[src/design/eecs_pkg.sv]
// eecs_pkg: shared types, codes and constants for the spi eeprom command sequencer
// no dependencies; imported by eecs_step, eecs_result_q and the top level
package eecs_pkg;

  // default transfer geometry
  localparam int unsigned BLOCK_BYTES_DEF = 128;
  localparam int unsigned PAGE_BYTES_DEF  = 32;
  localparam int unsigned WORD_BYTES      = 4;

  // result queue geometry
  localparam int unsigned QDEPTH      = 8;
  localparam int unsigned QPTR_W      = $clog2(QDEPTH);
  localparam int unsigned QCNT_W      = QPTR_W + 1;
  localparam int unsigned READY_LEVEL = 2;

  // eeprom opcodes and filler byte
  localparam logic [7:0] CMD_READ  = 8'h03;
  localparam logic [7:0] CMD_WRITE = 8'h02;
  localparam logic [7:0] CMD_RDSR  = 8'h05;
  localparam logic [7:0] CMD_WREN  = 8'h06;
  localparam logic [7:0] DUMMY     = 8'hFF;

  typedef enum logic [2:0] {
    OP_RD_WORD   = 3'd0,
    OP_WR_WORD   = 3'd1,
    OP_RD_BLOCK  = 3'd2,
    OP_WR_BLOCK  = 3'd3,
    OP_RX_BYTE   = 3'd4,
    OP_DATA_BYTE = 3'd5
  } op_e;

  typedef enum logic [1:0] {
    REQ_RD_WORD  = 2'd0,
    REQ_WR_WORD  = 2'd1,
    REQ_RD_BLOCK = 2'd2,
    REQ_WR_BLOCK = 2'd3
  } req_e;

  typedef enum logic [2:0] {
    KIND_FRAME    = 3'd0,
    KIND_DATA_REQ = 3'd1,
    KIND_RD_BYTE  = 3'd2,
    KIND_RD_WORD  = 3'd3,
    KIND_DONE     = 3'd4
  } kind_e;

  typedef enum logic [9:0] {
    PH_IDLE       = 10'b00_0000_0001,
    PH_WREN       = 10'b00_0000_0010,
    PH_CMD        = 10'b00_0000_0100,
    PH_ADDR_HI    = 10'b00_0000_1000,
    PH_ADDR_LO    = 10'b00_0001_0000,
    PH_RD_DATA    = 10'b00_0010_0000,
    PH_WR_DATA    = 10'b00_0100_0000,
    PH_WAIT_BYTE  = 10'b00_1000_0000,
    PH_STAT_CMD   = 10'b01_0000_0000,
    PH_STAT_DUMMY = 10'b10_0000_0000
  } phase_e;

  typedef struct packed {
    kind_e       kind;
    logic [7:0]  tx;
    logic        rel;
    logic [31:0] data;
    logic        last;
  } res_t;

  // up to two results from one request, written to the queue together
  typedef struct packed {
    logic push0;
    logic push1;
    res_t res0;
    res_t res1;
  } push_t;

  function automatic res_t frame_res(input logic [7:0] tx, input logic rel);
    res_t r;
    r.kind = KIND_FRAME;
    r.tx   = tx;
    r.rel  = rel;
    r.data = '0;
    r.last = 1'b1;
    return r;
  endfunction

  function automatic res_t info_res(input kind_e kind, input logic [31:0] data,
                                    input logic last);
    res_t r;
    r.kind = kind;
    r.tx   = '0;
    r.rel  = 1'b0;
    r.data = data;
    r.last = last;
    return r;
  endfunction

endpackage

[src/design/eecs_step.sv]
// eecs_step: transaction state and next-state logic, one registered request per cycle
// depends on eecs_pkg
module eecs_step #(
  parameter int unsigned BLOCK_BYTES = eecs_pkg::BLOCK_BYTES_DEF,
  parameter int unsigned PAGE_BYTES  = eecs_pkg::PAGE_BYTES_DEF
) (
  input  logic            clk_i,
  input  logic            rst_ni,
  input  logic            valid_i,
  input  logic [2:0]      op_i,
  input  logic [15:0]     addr_i,
  input  logic [31:0]     wdata_i,
  input  logic [7:0]      byte_i,
  output eecs_pkg::push_t push_o
);
  import eecs_pkg::*;

  localparam int unsigned MAX_BYTES  = (BLOCK_BYTES > PAGE_BYTES) ? BLOCK_BYTES : PAGE_BYTES;
  localparam int unsigned IDX_W      = $clog2(MAX_BYTES + 1);
  localparam int unsigned PAGE_COUNT = BLOCK_BYTES / PAGE_BYTES;
  localparam int unsigned PG_W       = (PAGE_COUNT > 1) ? $clog2(PAGE_COUNT) : 1;

  phase_e            phase_q, phase_d;
  req_e              req_q, req_d;
  logic [IDX_W-1:0]  idx_q, idx_d, idx_inc;
  logic [PG_W-1:0]   pg_q, pg_d;
  logic [PG_W:0]     pg_inc;
  logic [15:0]       addr_q, addr_d;
  logic [31:0]       ws_q, ws_d;
  op_e               op;
  logic [7:0]        wr_byte;

  assign op      = op_e'(op_i);
  assign idx_inc = idx_q + 1'b1;
  assign pg_inc  = {1'b0, pg_q} + 1'b1;

  // next word byte on a word write, most significant first
  always_comb begin
    unique case (idx_inc[1:0])
      2'd1:    wr_byte = ws_q[23:16];
      2'd2:    wr_byte = ws_q[15:8];
      default: wr_byte = ws_q[7:0];
    endcase
  end

  // transaction sequencing
  always_comb begin
    phase_d = phase_q;
    req_d   = req_q;
    idx_d   = idx_q;
    pg_d    = pg_q;
    addr_d  = addr_q;
    ws_d    = ws_q;
    push_o  = '0;
    if (valid_i) begin
      priority if (phase_q == PH_IDLE) begin
        // start of a transaction; other operations ignored while idle
        if (!op_i[2]) begin
          req_d        = req_e'(op_i[1:0]);
          addr_d       = addr_i;
          ws_d         = (op == OP_WR_WORD) ? wdata_i : 32'd0;
          idx_d        = '0;
          pg_d         = '0;
          push_o.push0 = 1'b1;
          if (op == OP_WR_WORD || op == OP_WR_BLOCK) begin
            phase_d     = PH_WREN;
            push_o.res0 = frame_res(CMD_WREN, 1'b1);
          end else begin
            phase_d     = PH_CMD;
            push_o.res0 = frame_res(CMD_READ, 1'b0);
          end
        end
      end else if (op == OP_DATA_BYTE) begin
        // block data byte, only when one was asked for
        if (phase_q == PH_WAIT_BYTE) begin
          phase_d      = PH_WR_DATA;
          push_o.push0 = 1'b1;
          push_o.res0  = frame_res(byte_i, idx_inc >= IDX_W'(PAGE_BYTES));
        end
      end else if (op == OP_RX_BYTE) begin
        unique case (phase_q)
          PH_WREN: begin
            phase_d      = PH_CMD;
            push_o.push0 = 1'b1;
            push_o.res0  = frame_res(CMD_WRITE, 1'b0);
          end
          PH_CMD: begin
            phase_d      = PH_ADDR_HI;
            push_o.push0 = 1'b1;
            push_o.res0  = frame_res(addr_q[15:8], 1'b0);
          end
          PH_ADDR_HI: begin
            phase_d      = PH_ADDR_LO;
            push_o.push0 = 1'b1;
            push_o.res0  = frame_res(addr_q[7:0], 1'b0);
          end
          PH_ADDR_LO: begin
            idx_d        = '0;
            push_o.push0 = 1'b1;
            if (req_q == REQ_WR_BLOCK) begin
              phase_d     = PH_WAIT_BYTE;
              push_o.res0 = info_res(KIND_DATA_REQ, 32'd0, 1'b1);
            end else if (req_q == REQ_WR_WORD) begin
              phase_d     = PH_WR_DATA;
              push_o.res0 = frame_res(ws_q[31:24], 1'b0);
            end else begin
              phase_d     = PH_RD_DATA;
              push_o.res0 = frame_res(DUMMY, 1'b0);
            end
          end
          PH_RD_DATA: begin
            idx_d        = idx_inc;
            push_o.push0 = 1'b1;
            if (req_q == REQ_RD_WORD) begin
              ws_d = {ws_q[23:0], byte_i};
              if (idx_inc >= IDX_W'(WORD_BYTES)) begin
                phase_d      = PH_IDLE;
                push_o.res0  = info_res(KIND_RD_WORD, {ws_q[23:0], byte_i}, 1'b0);
                push_o.push1 = 1'b1;
                push_o.res1  = info_res(KIND_DONE, 32'd0, 1'b1);
              end else begin
                push_o.res0 = frame_res(DUMMY, idx_inc == IDX_W'(WORD_BYTES - 1));
              end
            end else begin
              push_o.res0  = info_res(KIND_RD_BYTE, {24'd0, byte_i}, 1'b0);
              push_o.push1 = 1'b1;
              if (idx_inc >= IDX_W'(BLOCK_BYTES)) begin
                phase_d     = PH_IDLE;
                push_o.res1 = info_res(KIND_DONE, 32'd0, 1'b1);
              end else begin
                push_o.res1 = frame_res(DUMMY, idx_inc == IDX_W'(BLOCK_BYTES - 1));
              end
            end
          end
          PH_WR_DATA: begin
            idx_d        = idx_inc;
            push_o.push0 = 1'b1;
            if (req_q == REQ_WR_WORD) begin
              if (idx_inc >= IDX_W'(WORD_BYTES)) begin
                phase_d     = PH_STAT_CMD;
                push_o.res0 = frame_res(CMD_RDSR, 1'b0);
              end else begin
                push_o.res0 = frame_res(wr_byte, idx_inc == IDX_W'(WORD_BYTES - 1));
              end
            end else if (idx_inc >= IDX_W'(PAGE_BYTES)) begin
              phase_d     = PH_STAT_CMD;
              push_o.res0 = frame_res(CMD_RDSR, 1'b0);
            end else begin
              phase_d     = PH_WAIT_BYTE;
              push_o.res0 = info_res(KIND_DATA_REQ, 32'd0, 1'b1);
            end
          end
          PH_STAT_CMD: begin
            phase_d      = PH_STAT_DUMMY;
            push_o.push0 = 1'b1;
            push_o.res0  = frame_res(DUMMY, 1'b1);
          end
          PH_STAT_DUMMY: begin
            push_o.push0 = 1'b1;
            if (byte_i[0]) begin
              // write still in progress, poll again
              phase_d     = PH_STAT_CMD;
              push_o.res0 = frame_res(CMD_RDSR, 1'b0);
            end else if (req_q == REQ_WR_BLOCK && pg_inc < (PG_W + 1)'(PAGE_COUNT)) begin
              pg_d        = pg_inc[PG_W-1:0];
              addr_d      = addr_q + 16'(PAGE_BYTES);
              idx_d       = '0;
              phase_d     = PH_WREN;
              push_o.res0 = frame_res(CMD_WREN, 1'b1);
            end else begin
              phase_d     = PH_IDLE;
              push_o.res0 = info_res(KIND_DONE, 32'd0, 1'b1);
            end
          end
          default: begin
            // waiting for a data byte: received bytes are ignored
          end
        endcase
      end else begin
        // unused operation codes are ignored
      end
    end
  end

  // state registers
  always_ff @(posedge clk_i or negedge rst_ni) begin
    if (!rst_ni) begin
      phase_q <= PH_IDLE;
      req_q   <= REQ_RD_WORD;
      idx_q   <= '0;
      pg_q    <= '0;
      addr_q  <= '0;
      ws_q    <= '0;
    end else begin
      phase_q <= phase_d;
      req_q   <= req_d;
      idx_q   <= idx_d;
      pg_q    <= pg_d;
      addr_q  <= addr_d;
      ws_q    <= ws_d;
    end
  end

endmodule

[src/design/eecs_result_q.sv]
// eecs_result_q: small result queue, takes up to two results a cycle, gives one
// depends on eecs_pkg
module eecs_result_q (
  input  logic                        clk_i,
  input  logic                        rst_ni,
  input  eecs_pkg::push_t             push_i,
  input  logic                        out_ready_i,
  output logic                        out_valid_o,
  output eecs_pkg::res_t              head_o,
  output logic [eecs_pkg::QCNT_W-1:0] level_o
);
  import eecs_pkg::*;

  res_t              entries_q [QDEPTH];
  logic [QPTR_W-1:0] wr_ptr_q, wr_ptr_d, rd_ptr_q, rd_ptr_d, wr_ptr_nx;
  logic [QCNT_W-1:0] cnt_q, cnt_d;
  logic              pop;

  assign pop         = out_valid_o & out_ready_i;
  assign out_valid_o = (cnt_q != '0);
  assign head_o      = entries_q[rd_ptr_q];
  assign level_o     = cnt_q;
  assign wr_ptr_nx   = wr_ptr_q + 1'b1;

  // pointer and fill level update
  always_comb begin
    wr_ptr_d = wr_ptr_q + QPTR_W'(push_i.push0) + QPTR_W'(push_i.push1);
    rd_ptr_d = rd_ptr_q + QPTR_W'(pop);
    cnt_d    = cnt_q + QCNT_W'(push_i.push0) + QCNT_W'(push_i.push1) - QCNT_W'(pop);
  end

  always_ff @(posedge clk_i or negedge rst_ni) begin
    if (!rst_ni) begin
      wr_ptr_q <= '0;
      rd_ptr_q <= '0;
      cnt_q    <= '0;
    end else begin
      wr_ptr_q <= wr_ptr_d;
      rd_ptr_q <= rd_ptr_d;
      cnt_q    <= cnt_d;
    end
  end

  // result storage, second result lands behind the first
  always_ff @(posedge clk_i) begin
    if (push_i.push0) begin
      entries_q[wr_ptr_q] <= push_i.res0;
    end
    if (push_i.push1) begin
      entries_q[wr_ptr_nx] <= push_i.res1;
    end
  end

endmodule

[src/design/spi_eeprom_command_sequencer.sv]
// spi_eeprom_command_sequencer: request register, sequencing step and result queue
// flow: a request is held in the request register, handled by the sequencing step,
// and its results are written into the result queue, whose head drives out_valid_o
// throughput: one request per cycle while in_ready_o is high; the single result port
// gives one result per cycle while out_ready_i is high, so two results leave in turn
// reset: rst_ni low clears the request valid flag, returns the sequencer to idle and empties the queue
module spi_eeprom_command_sequencer #(
  parameter int unsigned BLOCK_BYTES = eecs_pkg::BLOCK_BYTES_DEF,
  parameter int unsigned PAGE_BYTES  = eecs_pkg::PAGE_BYTES_DEF
) (
  input  logic        clk_i,
  input  logic        rst_ni,
  input  logic        in_valid_i,
  output logic        in_ready_o,
  input  logic [2:0]  operation_i,
  input  logic [15:0] address_i,
  input  logic [31:0] write_data_i,
  input  logic [7:0]  byte_value_i,
  output logic        out_valid_o,
  input  logic        out_ready_i,
  output logic [2:0]  kind_o,
  output logic [7:0]  tx_byte_o,
  output logic        release_select_o,
  output logic [31:0] read_data_o,
  output logic        last_o
);
  import eecs_pkg::*;

  logic              req_valid_q;
  logic [2:0]        op_q;
  logic [15:0]       addr_q;
  logic [31:0]       wdata_q;
  logic [7:0]        byte_q;
  logic              accept;
  push_t             push;
  res_t              head;
  logic [QCNT_W-1:0] level;

  // room for two more results behind any request still in flight
  assign in_ready_o = (level <= QCNT_W'(READY_LEVEL));
  assign accept     = in_valid_i & in_ready_o;

  // request register
  always_ff @(posedge clk_i or negedge rst_ni) begin
    if (!rst_ni) begin
      req_valid_q <= 1'b0;
    end else begin
      req_valid_q <= accept;
    end
  end

  always_ff @(posedge clk_i) begin
    if (accept) begin
      op_q    <= operation_i;
      addr_q  <= address_i;
      wdata_q <= write_data_i;
      byte_q  <= byte_value_i;
    end
  end

  eecs_step #(
    .BLOCK_BYTES(BLOCK_BYTES),
    .PAGE_BYTES (PAGE_BYTES)
  ) u_step (
    .clk_i  (clk_i),
    .rst_ni (rst_ni),
    .valid_i(req_valid_q),
    .op_i   (op_q),
    .addr_i (addr_q),
    .wdata_i(wdata_q),
    .byte_i (byte_q),
    .push_o (push)
  );

  eecs_result_q u_result_q (
    .clk_i      (clk_i),
    .rst_ni     (rst_ni),
    .push_i     (push),
    .out_ready_i(out_ready_i),
    .out_valid_o(out_valid_o),
    .head_o     (head),
    .level_o    (level)
  );

  // result port
  assign kind_o           = head.kind;
  assign tx_byte_o        = head.tx;
  assign release_select_o = head.rel;
  assign read_data_o      = head.data;
  assign last_o           = head.last;

  // queue never overfills
  a_no_overflow: assert property (@(posedge clk_i) disable iff (!rst_ni)
    level <= QCNT_W'(QDEPTH))
    else $error("result queue overflow");

  // a second result only comes with a first
  a_push_order: assert property (@(posedge clk_i) disable iff (!rst_ni)
    push.push1 |-> push.push0)
    else $error("second result without first");

  // done always closes the results of its request
  a_done_last: assert property (@(posedge clk_i) disable iff (!rst_ni)
    (out_valid_o && kind_o == KIND_DONE) |-> last_o)
    else $error("done result without last");

  // only frames carry a transmit byte or a select release
  a_frame_fields: assert property (@(posedge clk_i) disable iff (!rst_ni)
    (out_valid_o && kind_o != KIND_FRAME) |-> (tx_byte_o == 8'd0 && !release_select_o))
    else $error("non-frame result with frame fields");

endmodule

[config.mk]
export PLATFORM = sky130hd
export DESIGN_NAME = spi_eeprom_command_sequencer
export DESIGN_NICKNAME = d
export VERILOG_FILES = /design/src/design/eecs_pkg.sv /design/src/design/eecs_step.sv /design/src/design/eecs_result_q.sv /design/src/design/spi_eeprom_command_sequencer.sv
export SDC_FILE = /design/constraint.sdc
export NUM_CORES = 1
export LEC_CHECK = 0
export ABC_AREA = 1
export BUFFER_PORTS_ARGS = -buffer_cell sky130_fd_sc_hd__buf_4
export CAP_MARGIN = 20
export CORE_MARGIN = 2
export CORE_UTILIZATION = 40
export DETAILED_ROUTE_END_ITERATION = 7
export GPL_TIMING_DRIVEN = 0
export MAX_ROUTING_LAYER = met4
export PLACE_DENSITY = 0.65
export SLEW_MARGIN = 20
export SYNTH_ARGS = -nofsm -noshare
export SYNTH_HDL_FRONTEND = slang
export SYNTH_SLANG_ARGS = --single-unit
[constraint.sdc]
create_clock -name clk_i -period 5.2 [get_ports clk_i]
set_input_delay 0.52 -clock clk_i [delete_from_list [all_inputs] [get_ports clk_i]]
set_output_delay 0.52 -clock clk_i [all_outputs]
set_load 0.02 [all_outputs]
==> reports/metrics.csv <==
metric,value,unit
max_cap_violations,0,
grt_util_all_layers,25.8,%
crit_buf_inv,5,
pwr_density_cell,474,mW/mm^2
wl_met1,32.2,mm
synth-edff-count,147,
numPortBuffers,109,
peakVddDrop,0.312,mV
worst_path_max_delay_cell,clkbuf_1,
final_common_cell,nor2_1,
grt_overflow,0,
drv_slew,0,
seq_area_frac_synth,51.7,%
hp-class,in2async,
timing.hold.ws,-0.0613,ns
violations,negative hold slack,
yosys.area.top_type,dfxtp_1,
dr.pass1.iters,5,
setup_viol,0,
worst_pin_slew,0.978,ns
ys_seq_elements,500,
wl_met2,34.8,mm
yosys_most_used_dff,dfxtp_1,
synth_cell_type_count,50,
crit_type,reg2out,
tns,0,ns
yosys.area.top_type_share,23.7,%
synth_area_per_cell,8.18,um^2
cp.required,4.68,ns
rsz0062_at_grt,no,
syn-cell-area,0.0230,mm^2
grt_max_degree,82,
met3RoutedLength,6.44,mm
slowest_delay,0.64,ns
critPathMaxFanout,10,
grt_first_pass_wirelength,117,mm
drive_above_1_share,11.9,%
synth_top_family_by_area,simple AND/OR/NAND/NOR gates,
utilization,47.2,%
synthMuxAreaShare,0.288,%
postCtsResizedCells,0,
vias,21458,
synth_cells,2811,
worst_r2r_path_depth,11,
leakagePower,10.6,nW
cts_tree,built,
die_h,244,um
cts_buffers,53,
die_w,244,um
ant_nets,0,
end_kind,primary output,
cts_buffer_depth,3,
cp_top_family,buffers and inverters,
synth-adder-area-share,1.08,%
worst_r2r_endpoint,u_result_q.level_o[2],
clk_pin_slew,0.06,ns
ctsHtreeMaxLevel,2,
gp_congestion,0.949,
postCtsSetupRepairBufs,0,
layout.nets,3058,
yosys_warnings,0,
start_util,40.6,%
reg2reg_slack,1.43,ns
synth_simple_gate_area_share,22.7,%
path_cells,clkbuf_1 > clkinv_1 > clkbuf_1 > clkbuf_1 > o21ai_0 > a31oi_1 > buf_4,
rows,87,
hold_viol_final,40,
avgRoutedWirePerCell,20.1,um
worstPathArrival,3.90,ns
core-area,0.0566,mm^2
fin_skew,0.0240,ns
max_clock_freq,0.226,GHz
wl,76.0,mm
timing.rr.start,u_step.idx_q[1],
via_per_inst,5.68,
cts_root_buffer,clkbuf_16,
cpMostUsedCell,clkbuf_1,
startpoint_type,register,
drc_errors,0,
cts_sinks,500,
io_pins,110,
clk_latency,0.62,ns
slew_headroom,34.4,%
routed.top_layer,met4,
finalCritPeriodShare,84.9,%
synthArstFlopShare,16.2,%
synth_area_leaders,"dfxtp_1 (24%), edfxtp_1 (19%), o21ai_0 (8.9%)",
synth_compound_area_share,17.3,%
die_area,0.0594,mm^2
fin_crit,4.42,ns
drtIter0Drc,2467,
synth-xor-area-share,0.261,%
dp_hpwl,56.5,mm
antenna_found_initial,0,
cts_hold_buf,0,
status,"finished, violations left",
area_growth,16.0,%
antennaDiodeCount,0,
most-common-layout-cells,"nor2_1 (411), o21ai_0 (410), nand3_1 (349)",
grt_pass1_vias,20478,
syn_nets,2892,
## power breakdown
| group | switching (mW) | internal, mW |
|---|---|---|
| logic | 3.05 | 1.36 |
| clock network | 1.61 | 2.35 |
| registers | 0.0906 | 4.20 |
## kinds of logic (layout without fill, tap and decap cells)
kind of cell	after synthesis	after routing
simple gates	1180	1180
compound gates	757	757
flops	500	500
buf+inv	344	552
fa+ha+maj	18	18
xor+xnor	6	6
mux	6	6
## routing by layer
metal	GRT usage (%)	vias to the layer above
met4	9.51	0
met5	-	-
met3	2.96	168
met2	40.9	1070
met1	34.0	10191
li1	-	10029
## worst max-delay path by stage
stage	startpoint	to	depth (start not counted)
after floorplan	u_result_q.level_o[2]	addr_q[0]	5
after global placement	u_result_q.level_o[2]	wdata_q[11]	5
after detailed placement	u_step.phase_q[2]	u_result_q.level_o[2]	10
after CTS	u_result_q.rd_ptr_q[0]	read_data_o[3]	7
after global routing	u_result_q.rd_ptr_q[0]	read_data_o[4]	7
final	u_result_q.rd_ptr_q[0]	read_data_o[3]	7
## flip-flops by register name, summed over array words and instances (netlist names)
signal and flops:
byte_q 8, u_result_q.rd_ptr_q 3, addr_q 16, op_q 3, u_step.addr_q 16, u_result_q.entries_q 360, u_step.pg_q 2, u_step.ws_q 32
u_step.idx_q 8, wdata_q 32, u_result_q.wr_ptr_q 3, u_result_q.level_o 4, u_step.phase_q 10, req_valid_q 1, u_step.req_q 2
## layout make-up
class | count | area, um^2
fill | 5479 | 29900
multi-input combinational | 1967 | 9600
clock buffer | 78 | 1660
buffer | 196 | 981
sequential | 500 | 11900
tap | 756 | 946
inverter | 148 | 556
clock inverter | 19 | 188
timing repair buffer | 111 | 877
## worst reg2reg max path, delay by kind of cell, from the launching register on
family,cells,cell delay [ns]
flip-flops,1,0.43
XOR/XNOR,1,0.14
adder cells (fa/ha/maj),4,1.47
AND/OR/NAND/NOR,5,1.44
AO/OA/AOI/OAI,1,0.19
## synthesized netlist by cell type (25+ instances only)
master / number
nor2_1: 411
buf_2: 49
dfxtp_1: 272
dfrtp_1: 80
edfxtp_1: 147
buf_4: 27
a31oi_1: 46
o22ai_1: 58
nand3_1: 349
inv_1: 126
nand2_1: 334
o21ai_0: 410
a21oi_1: 26
clkbuf_1: 93
o21ai_1: 196
nand4_1: 25
## per-stage QoR
step | instance area (um^2) | hold slack (ns) | std cells | total power [mW] | setup WS, ns
finish | 26700 | -0.0613 | 3775 | 12.7 | 0.783
detailed placement | 24800 | 0.464 | 3678 | 8.71 | 1.45
global route | 26700 | 0.0234 | 3775 | 13.2 | 0.850
CTS | 26700 | 0.0577 | 3775 | 12.6 | 0.926
global placement | 24800 | 0.457 | 3676 | 8.64 | -0.0123
floorplan | 23000 | 0.224 | 2811 | 6.96 | 1.16
Power figures use the tool's default switching activity.
